`src/design/lfu_pkg.sv`:
```
// ----------------------------------------------------------------------------
// lfu_pkg: shared types and constants of the LFU usage counter table
// Field widths, the saturation limit and the structs that move between
// the controller and the cell chain.
// ----------------------------------------------------------------------------
package lfu_pkg;

   localparam int KEY_W           = 64;
   localparam int COUNT_W         = 15;
   localparam int SLOT_OUT_W      = 3;
   localparam int SLOT_IDX_W      = 6;   // covers up to 64 entries
   localparam int ENTRIES_DEFAULT = 8;

   localparam logic [COUNT_W-1:0] COUNT_LIMIT = 15'd32767;
   // minimum search starts one above any legal count
   localparam logic [COUNT_W:0]   LEAST_INIT = 16'd32768;

   typedef enum logic {
      PH_MATCH,
      PH_FAV
   } scan_phase_type;

   // token handed from cell to cell
   typedef struct packed {
      logic                  valid;
      scan_phase_type        phase;
      logic [KEY_W-1:0]      key;
      logic                  hit;
      logic [SLOT_IDX_W-1:0] hit_idx;
      logic [COUNT_W-1:0]    hit_cnt;
      logic [COUNT_W:0]      least_val;
      logic [SLOT_IDX_W-1:0] least_idx;
      logic [KEY_W-1:0]      fav_key;
      logic [COUNT_W-1:0]    fav_cnt;
   } scan_type;

   // update broadcast to every cell
   typedef struct packed {
      logic                  valid;
      logic                  hit;
      logic [SLOT_IDX_W-1:0] slot;
      logic [KEY_W-1:0]      key;
   } update_type;

   function automatic logic [COUNT_W-1:0] sat_inc(input logic [COUNT_W-1:0] cnt);
      sat_inc = (cnt == COUNT_LIMIT) ? COUNT_LIMIT : cnt + COUNT_W'(1);
   endfunction

endpackage

```
`src/design/lfu_if.sv`:
```
// ----------------------------------------------------------------------------
// lfu_if: request and response channels
// Valid/ready channels; a request moves when valid and ready are both high.
// ----------------------------------------------------------------------------
interface lfu_req_if;
   import lfu_pkg::*;

   logic             valid;
   logic             ready;
   logic [KEY_W-1:0] use_key;

   modport source (output valid, output use_key, input ready);
   modport sink   (input valid, input use_key, output ready);
endinterface

interface lfu_rsp_if;
   import lfu_pkg::*;

   logic                  valid;
   logic                  ready;
   logic                  was_hit;
   logic [SLOT_OUT_W-1:0] slot_used;
   logic [COUNT_W-1:0]    slot_count;
   logic [KEY_W-1:0]      favourite_key;
   logic [COUNT_W-1:0]    favourite_count;

   modport source (output valid, output was_hit, output slot_used, output slot_count,
                   output favourite_key, output favourite_count, input ready);
   modport sink   (input valid, input was_hit, input slot_used, input slot_count,
                   input favourite_key, input favourite_count, output ready);
endinterface

```
`src/design/lfu_usage_counter_table.sv`:
```
// ----------------------------------------------------------------------------
// lfu_usage_counter_table: LFU usage counter table
// Top level: request control, cell chain and response register.
// ----------------------------------------------------------------------------
// Each request walks a token down a chain of ENTRIES cells twice: once to find
// the first matching key (or the first entry with the least count), then,
// after the chosen entry is bumped or replaced, once more to find the first
// entry with the greatest nonzero count; both passes move the token one cell
// per cycle. A new request is taken only when the last one has been
// loaded into the response register. A finished response waits in its own
// register, so the next request can be taken while it is still unread. The
// table resets to key 0, count 0 in every entry; key 0 is an ordinary key.
// ----------------------------------------------------------------------------
module lfu_usage_counter_table #(
   parameter int ENTRIES = lfu_pkg::ENTRIES_DEFAULT
) (
   input  logic      clock,
   input  logic      reset,
   lfu_req_if.sink   req_chan,
   lfu_rsp_if.source rsp_chan
);
   import lfu_pkg::*;

   typedef enum logic [2:0] {
      ST_IDLE,
      ST_MATCH,
      ST_FAV_GO,
      ST_FAV,
      ST_OUT
   } state_type;

   state_type state_ff;

   scan_type   chain [ENTRIES+1];
   update_type upd;
   scan_type   tail;

   logic                  hit_ff;
   logic [SLOT_IDX_W-1:0] slot_ff;
   logic [COUNT_W-1:0]    slot_cnt_ff;
   logic [KEY_W-1:0]      fav_key_ff;
   logic [COUNT_W-1:0]    fav_cnt_ff;

   logic                  rsp_valid_ff;
   logic                  rsp_hit_ff;
   logic [SLOT_OUT_W-1:0] rsp_slot_ff;
   logic [COUNT_W-1:0]    rsp_cnt_ff;
   logic [KEY_W-1:0]      rsp_fav_key_ff;
   logic [COUNT_W-1:0]    rsp_fav_cnt_ff;

   logic req_take;
   logic match_done;
   logic fav_done;
   logic rsp_load;

   assign tail       = chain[ENTRIES];
   assign req_take   = req_chan.valid && (state_ff == ST_IDLE);
   assign match_done = (state_ff == ST_MATCH) && tail.valid && (tail.phase == PH_MATCH);
   assign fav_done   = (state_ff == ST_FAV) && tail.valid && (tail.phase == PH_FAV);
   // response register is free or being read this cycle
   assign rsp_load   = (state_ff == ST_OUT) && (!rsp_valid_ff || rsp_chan.ready);

   // token injected at the head of the chain
   always_comb begin
      chain[0]           = '0;
      chain[0].phase     = PH_MATCH;
      chain[0].least_val = LEAST_INIT;
      if (req_take) begin
         chain[0].valid = 1'b1;
         chain[0].key   = req_chan.use_key;
      end else if (state_ff == ST_FAV_GO) begin
         chain[0].valid = 1'b1;
         chain[0].phase = PH_FAV;
      end
   end

   // write back as the match token leaves the chain
   always_comb begin
      upd.valid = match_done;
      upd.hit   = tail.hit;
      upd.slot  = tail.hit ? tail.hit_idx : tail.least_idx;
      upd.key   = tail.key;
   end

   for (genvar i = 0; i < ENTRIES; i++) begin : g_cell
      lfu_cell #(
         .CELL_INDEX(i)
      ) u_cell (
         .clock  (clock),
         .reset  (reset),
         .tok_in (chain[i]),
         .upd    (upd),
         .tok_out(chain[i+1])
      );
   end

   always_ff @(posedge clock) begin
      if (reset) begin
         state_ff     <= ST_IDLE;
         rsp_valid_ff <= 1'b0;
      end else begin
         if (rsp_load) begin
            rsp_valid_ff <= 1'b1;
         end else if (rsp_valid_ff && rsp_chan.ready) begin
            rsp_valid_ff <= 1'b0;
         end
         unique case (state_ff)
            ST_IDLE: begin
               if (req_take) begin
                  state_ff <= ST_MATCH;
               end
            end
            ST_MATCH: begin
               if (match_done) begin
                  state_ff <= ST_FAV_GO;
               end
            end
            ST_FAV_GO: begin
               state_ff <= ST_FAV;
            end
            ST_FAV: begin
               if (fav_done) begin
                  state_ff <= ST_OUT;
               end
            end
            ST_OUT: begin
               if (rsp_load) begin
                  state_ff <= ST_IDLE;
               end
            end
            default: state_ff <= ST_IDLE;
         endcase
      end
   end

   always_ff @(posedge clock) begin
      if (match_done) begin
         hit_ff      <= tail.hit;
         slot_ff     <= upd.slot;
         slot_cnt_ff <= tail.hit ? sat_inc(tail.hit_cnt) : COUNT_W'(1);
      end
      if (fav_done) begin
         fav_key_ff <= tail.fav_key;
         fav_cnt_ff <= tail.fav_cnt;
      end
      if (rsp_load) begin
         rsp_hit_ff     <= hit_ff;
         rsp_slot_ff    <= slot_ff[SLOT_OUT_W-1:0];
         rsp_cnt_ff     <= slot_cnt_ff;
         rsp_fav_key_ff <= fav_key_ff;
         rsp_fav_cnt_ff <= fav_cnt_ff;
      end
   end

   assign req_chan.ready           = (state_ff == ST_IDLE);
   assign rsp_chan.valid           = rsp_valid_ff;
   assign rsp_chan.was_hit         = rsp_hit_ff;
   assign rsp_chan.slot_used       = rsp_slot_ff;
   assign rsp_chan.slot_count      = rsp_cnt_ff;
   assign rsp_chan.favourite_key   = rsp_fav_key_ff;
   assign rsp_chan.favourite_count = rsp_fav_cnt_ff;

endmodule

```
`src/design/lfu_cell.sv`:
```
// ----------------------------------------------------------------------------
// lfu_cell: one table entry
// Holds a key and a use count, folds its entry into the passing token
// (match/least search or favourite search) and applies broadcast updates.
// ----------------------------------------------------------------------------
module lfu_cell #(
   parameter int CELL_INDEX = 0
) (
   input  logic                clock,
   input  logic                reset,
   input  lfu_pkg::scan_type   tok_in,
   input  lfu_pkg::update_type upd,
   output lfu_pkg::scan_type   tok_out
);
   import lfu_pkg::*;

   localparam logic [SLOT_IDX_W-1:0] MY_IDX = SLOT_IDX_W'(CELL_INDEX);

   logic [KEY_W-1:0]   key_ff;
   logic [COUNT_W-1:0] cnt_ff;
   scan_type           tok_ff;
   scan_type           tok_in_next;

   always_comb begin
      tok_in_next = tok_in;
      unique case (tok_in.phase)
         PH_MATCH: begin
            if (!tok_in.hit) begin
               if (key_ff == tok_in.key) begin
                  tok_in_next.hit     = 1'b1;
                  tok_in_next.hit_idx = MY_IDX;
                  tok_in_next.hit_cnt = cnt_ff;
               end else if ({1'b0, cnt_ff} < tok_in.least_val) begin
                  tok_in_next.least_val = {1'b0, cnt_ff};
                  tok_in_next.least_idx = MY_IDX;
               end
            end
         end
         PH_FAV: begin
            if (cnt_ff > tok_in.fav_cnt) begin
               tok_in_next.fav_cnt = cnt_ff;
               tok_in_next.fav_key = key_ff;
            end
         end
         default: tok_in_next = tok_in;
      endcase
   end

   always_ff @(posedge clock) begin
      if (reset) begin
         tok_ff.valid <= 1'b0;
      end else begin
         tok_ff.valid <= tok_in.valid;
      end
      tok_ff.phase     <= tok_in_next.phase;
      tok_ff.key       <= tok_in_next.key;
      tok_ff.hit       <= tok_in_next.hit;
      tok_ff.hit_idx   <= tok_in_next.hit_idx;
      tok_ff.hit_cnt   <= tok_in_next.hit_cnt;
      tok_ff.least_val <= tok_in_next.least_val;
      tok_ff.least_idx <= tok_in_next.least_idx;
      tok_ff.fav_key   <= tok_in_next.fav_key;
      tok_ff.fav_cnt   <= tok_in_next.fav_cnt;
   end

   always_ff @(posedge clock) begin
      if (reset) begin
         key_ff <= '0;
         cnt_ff <= '0;
      end else if (upd.valid && upd.slot == MY_IDX) begin
         if (upd.hit) begin
            cnt_ff <= sat_inc(cnt_ff);
         end else begin
            key_ff <= upd.key;
            cnt_ff <= COUNT_W'(1);
         end
      end
   end

   assign tok_out = tok_ff;

endmodule
```
`src/flat_wrapper.sv`:
```
// flat-port wrapper written by rule: the top's interface ports become plain ports
module lfu_usage_counter_table_flat import lfu_pkg::*;
#(
   parameter int ENTRIES = lfu_pkg::ENTRIES_DEFAULT
)
  (clock, reset, req_chan_valid, req_chan_use_key, req_chan_ready, rsp_chan_valid, rsp_chan_was_hit, rsp_chan_slot_used, rsp_chan_slot_count, rsp_chan_favourite_key, rsp_chan_favourite_count, rsp_chan_ready);
  lfu_req_if req_chan_i ();
  lfu_rsp_if rsp_chan_i ();
  input  logic clock;
  input  logic reset;
  input wire logic [$bits(req_chan_i.valid)-1:0] req_chan_valid;
  input wire logic [$bits(req_chan_i.use_key)-1:0] req_chan_use_key;
  output wire logic [$bits(req_chan_i.ready)-1:0] req_chan_ready;
  output wire logic [$bits(rsp_chan_i.valid)-1:0] rsp_chan_valid;
  output wire logic [$bits(rsp_chan_i.was_hit)-1:0] rsp_chan_was_hit;
  output wire logic [$bits(rsp_chan_i.slot_used)-1:0] rsp_chan_slot_used;
  output wire logic [$bits(rsp_chan_i.slot_count)-1:0] rsp_chan_slot_count;
  output wire logic [$bits(rsp_chan_i.favourite_key)-1:0] rsp_chan_favourite_key;
  output wire logic [$bits(rsp_chan_i.favourite_count)-1:0] rsp_chan_favourite_count;
  input wire logic [$bits(rsp_chan_i.ready)-1:0] rsp_chan_ready;
  assign req_chan_i.valid = req_chan_valid;
  assign req_chan_i.use_key = req_chan_use_key;
  assign req_chan_ready = req_chan_i.ready;
  assign rsp_chan_valid = rsp_chan_i.valid;
  assign rsp_chan_was_hit = rsp_chan_i.was_hit;
  assign rsp_chan_slot_used = rsp_chan_i.slot_used;
  assign rsp_chan_slot_count = rsp_chan_i.slot_count;
  assign rsp_chan_favourite_key = rsp_chan_i.favourite_key;
  assign rsp_chan_favourite_count = rsp_chan_i.favourite_count;
  assign rsp_chan_i.ready = rsp_chan_ready;
  lfu_usage_counter_table #(.ENTRIES(ENTRIES)) u_core (.clock(clock), .reset(reset), .req_chan(req_chan_i), .rsp_chan(rsp_chan_i));
endmodule
```
`config.mk`:
```
export PLATFORM = sky130hd
export DESIGN_NAME = lfu_usage_counter_table_flat
export DESIGN_NICKNAME = d
export VERILOG_FILES = /design/src/design/lfu_pkg.sv /design/src/design/lfu_if.sv /design/src/design/lfu_usage_counter_table.sv /design/src/design/lfu_cell.sv /design/src/flat_wrapper.sv
export SDC_FILE = /design/constraint.sdc
export NUM_CORES = 2
export LEC_CHECK = 0
export BUFFER_PORTS_ARGS = -buffer_cell sky130_fd_sc_hd__buf_2
export CORE_ASPECT_RATIO = 0.6
export CORE_UTILIZATION = 32
export CTS_CLUSTER_SIZE = 12
export DETAILED_ROUTE_END_ITERATION = 10
export PLACE_DENSITY_LB_ADDON = 0.3
export SKIP_LAST_GASP = 1
export SYNTH_ARGS = -nofsm -noshare
export SYNTH_HDL_FRONTEND = slang
export SYNTH_SLANG_ARGS = --single-unit
```
`constraint.sdc`:
```
create_clock -name clock -period 9.6 [get_ports clock]
set_input_delay 1.44 -clock clock [delete_from_list [all_inputs] [get_ports clock]]
set_output_delay 1.44 -clock clock [all_outputs]
set_load 0.03 [all_outputs]
```
==> impl_metrics.json <==
{
  "average_wire_per_standard_cell_um": 24.37,
  "fp.dieW_um": 652.3,
  "drt-initial-drc-count": 8031,
  "postSynth.topFlopCell": "dfxtp_1",
  "power_leakage_nw": 33.20,
  "layout-drive-gt1-share_pct": 16.09,
  "floorplan.die.height_um": 392.2,
  "design.final.nets": 7782,
  "status": "finished, final reports clean",
  "globalRoute.busiestLayer": "met1",
  "clk_transition_reported_paths_ps": 60,
  "postSynth.asyncResetShare_pct": 0,
  "critical_path_required_ps": 10340,
  "share_of_synthesized_area_occupied_by_flip_flops_and_latches_pct": 58.28,
  "filler_cell_count": 24430,
  "grt_overflow": 0,
  "critical_path.reg2reg.startpoint": "u_core.g_cell[7].u_cell.tok_out[122]",
  "clk_latency_ps": 870,
  "max_freq_mhz": 237.4,
  "num_io_pins": 168,
  "fin_crit_ps": 4213,
  "setup_viol": 0,
  "synth.avg_cell_area_um2": 10.85,
  "power.total_mw": 17.96,
  "grt_antenna_before_repair": 34,
  "tritoncts": "done",
  "worst-r2r-cell-count": 7,
  "vdd_ir_drop_max_mv": 0.1500,
  "cts-resized-gates": 0,
  "synth-edff-count": 196,
  "timing.critical_path.arrival_ps": 4960,
  "post_synth_num_cell_types": 72,
  "hold_path.class": "flip-flop to flip-flop",
  "maximum_capacitance_violations": 0,
  "final_skew_ps": 54.79,
  "power_density_nw_per_um2": 197.6,
  "grt_pass1_wl_um": 373800,
  "synth_warnings": 0,
  "final-hold-violation-count": 0,
  "worst_path_largest_cell_delay_ps": 780,
  "slew-limit-headroom_pct": 14.82,
  "final.setup.tns_ps": 0,
  "crit_path_max_fanout": 46,
  "die_area_um2": 255900,
  "measured_slew_at_the_worst_slew_check_pin_ps": 1278,
  "area_growth_syn_to_layout_pct": 11.95,
  "via_per_inst": 5.106,
  "netlist_area_um2": 81210,
  "postCtsHoldBufs": 0,
  "holdCritStartpoint": "u_core.g_cell[6].u_cell.tok_out[139]",
  "core_region_area_um2": 250900,
  "yosys_register_bits": 2266,
  "io_buffers": 167,
  "critical_path.startpoint_type": "flip-flop",
  "drc": 0,
  "max_root_sink_buffers": 4,
  "num_vias": 55980,
  "grtUsageMet2_pct": 21.46,
  "timing_max_transition_violations_final": 0,
  "cts_root_cell": "clkbuf_16",
  "min_period_over_period_pct": 43.88,
  "hold_depth": 0,
  "gp_congestion": 0.9014,
  "worst_path_dominant_cell_family": "simple AND/OR/NAND/NOR gates",
  "rsz0062_at_grt": "no",
  "critical-path-slowest-cell": "nor2_4",
  "wl_um": 267200,
  "ant_nets": 0,
  "grt_pass1_vias": 49800,
  "critPathBufInv": 1,
  "grtUsageMet3_pct": 5.115,
  "clock_sink_count": 2266,
  "drtPass1Iterations": 6,
  "placement_rows": 142,
  "crit_cells": 7,
  "pin_count_of_the_biggest_net_entering_global_routing": 185,
  "globalRouteMet1Util_pct": 36.65,
  "critPathCaptureType": "flip-flop",
  "timing.critical_path.cells": "mux2_2 -> nor4_4 -> nand2_2 -> nor2_4 -> buf_4 -> nand2_1 -> a21oi_1",
  "htreeDepth": 4,
  "number_of_instances_in_the_synthesized_netlist": 7487,
  "tritoncts_buffers": 219,
  "global_route.usage.total_pct": 20.16,
  "crit_start": "u_core.g_cell[7].u_cell.tok_out[122]",
  "dpl.hpwl_um": 198700,
  "post_cts_buffers": 0,
  "floorplan.initialDensity_pct": 32.37,
  "synth_nets": 7768,
  "setup.worst_path.class": "flip-flop to flip-flop"
}
-- metal layers --
layer	up-vias	part of all wire, %
met1	27080	54
met5	-	0.075
met2	3165	31
met3	291	13
met4	32	1.3
li1	25420	-
-- cells by family after synthesis --
group | synth area share (%)
compound gates | 7.500
xor+xnor | 5.328
fa+ha+maj | 3.282
buf+inv | 3.411
flops | 58.28
mux | 10.20
simple gates | 12.01
-- cells in the final DEF, fill, tap and decap left out, types with 128 or more instances in the layout --
master,n
xnor2_1,487
mux2_2,694
dfxtp_1,2069
nand4_1,190
edfxtp_1,196
nand2_1,1144
and2_1,156
buf_2,166
clkbuf_16,221
ha_1,213
a21oi_1,697
nor2_1,128
inv_1,234
-- worst register-to-register path, delay by kind of cell, from the launching register on --
family	cells	cell delay, ps
muxes	1	480
buffers and inverters	1	590
DFF	1	700
and+or+nand+nor	4	2140
AOI/OAI and AO/OA	1	170
-- area by class of cell --
cell class	instances	area (um^2)	share of cell area (%)
Sequential cell	2266	47330	52.06
Antenna cell	11	27.53	0.03028
Inverter	235	882.1	0.9703
Tap cell	3384	4234	4.658
Timing Repair Buffer	209	1174	1.291
Clock buffer	282	5881	6.469
Clock inverter	8	91.34	0.1005
Multi-Input combinational cell	4570	31290	34.42
-- flip-flops by register name (all words and copies together) (netlist names) --
name	count
u_core.slot_cnt_ff	15
u_core.rsp_chan.favourite_key	64
u_core.g_cell.u_cell.cnt_ff	120
u_core.fav_key_ff	64
u_core.rsp_chan.favourite_count	15
u_core.rsp_chan.slot_used	3
u_core.slot_ff	3
u_core.rsp_chan.slot_count	15
u_core.state_ff	3
u_core.g_cell.u_cell.key_ff	512
u_core.rsp_chan.valid	1
u_core.rsp_chan.was_hit	1
u_core.hit_ff	1
u_core.g_cell.u_cell.tok_out	1434
u_core.fav_cnt_ff	15
-- cell usage after synthesis, types with 15 or more instances --
master | n | share of area (%)
nand2_1 | 1151 | 5.3
buf_1 | 45 | 0.21
a211oi_1 | 32 | 0.30
buf_4 | 20 | 0.18
nor4_1 | 37 | 0.29
a21o_1 | 68 | 0.63
nand2b_1 | 29 | 0.22
nand3_1 | 94 | 0.58
and2_1 | 156 | 1.2
dfxtp_1 | 2070 | 51
clkbuf_1 | 170 | 0.79
xnor2_1 | 487 | 5.3
o21ai_0 | 59 | 0.36
o32ai_1 | 33 | 0.36
nor2b_1 | 22 | 0.17
mux2_1 | 15 | 0.21
nor2_1 | 138 | 0.64
inv_1 | 234 | 1.1
a31oi_1 | 65 | 0.50
and3_1 | 59 | 0.45
nor3_1 | 110 | 0.68
a21oi_1 | 697 | 4.3
o21a_1 | 30 | 0.28
buf_2 | 177 | 1.1
mux2_2 | 694 | 9.6
mux2i_1 | 16 | 0.20
edfxtp_1 | 196 | 7.2
nand4_1 | 190 | 1.5
nor4bb_1 | 31 | 0.38
ha_1 | 213 | 3.3
-- power breakdown --
| part | switching [mW] | internal [mW] | total (mW) | leakage, nW |
|---|---|---|---|---|
| combinational | 0.195 | 0.128 | 0.323 | 11.8 |
| sequential | 0.267 | 9.64 | 9.90 | 18.5 |
| clock | 3.50 | 4.24 | 7.74 | 2.92 |
| total | 3.96 | 14.0 | 18.0 | 33.2 |
-- final timing paths --
check	to	slack, ps
worst max-delay path	u_core.g_cell[0].u_cell.key_ff[22]	5390
worst min-delay path	u_core.g_cell[7].u_cell.tok_out[139]	350
worst min register to register	u_core.g_cell[7].u_cell.tok_out[139]	350
worst max register to register	u_core.g_cell[0].u_cell.key_ff[22]	5390
-- through the flow --
stage	utilization [%]	instances	setup slack, ps	instance area, um^2	hold WS [ps]
floorplan	-	7487	3463	81210	349.9
global placement	33.85	10660	5259	84910	351.6
detailed placement	33.85	10660	5215	84910	355.8
CTS	36.23	10950	5411	90880	340.8
global route	36.23	10960	5086	90890	349.2
finish	36.24	10970	5387	90910	346.3
No activity file was read; power rests on OpenSTA's default activity.
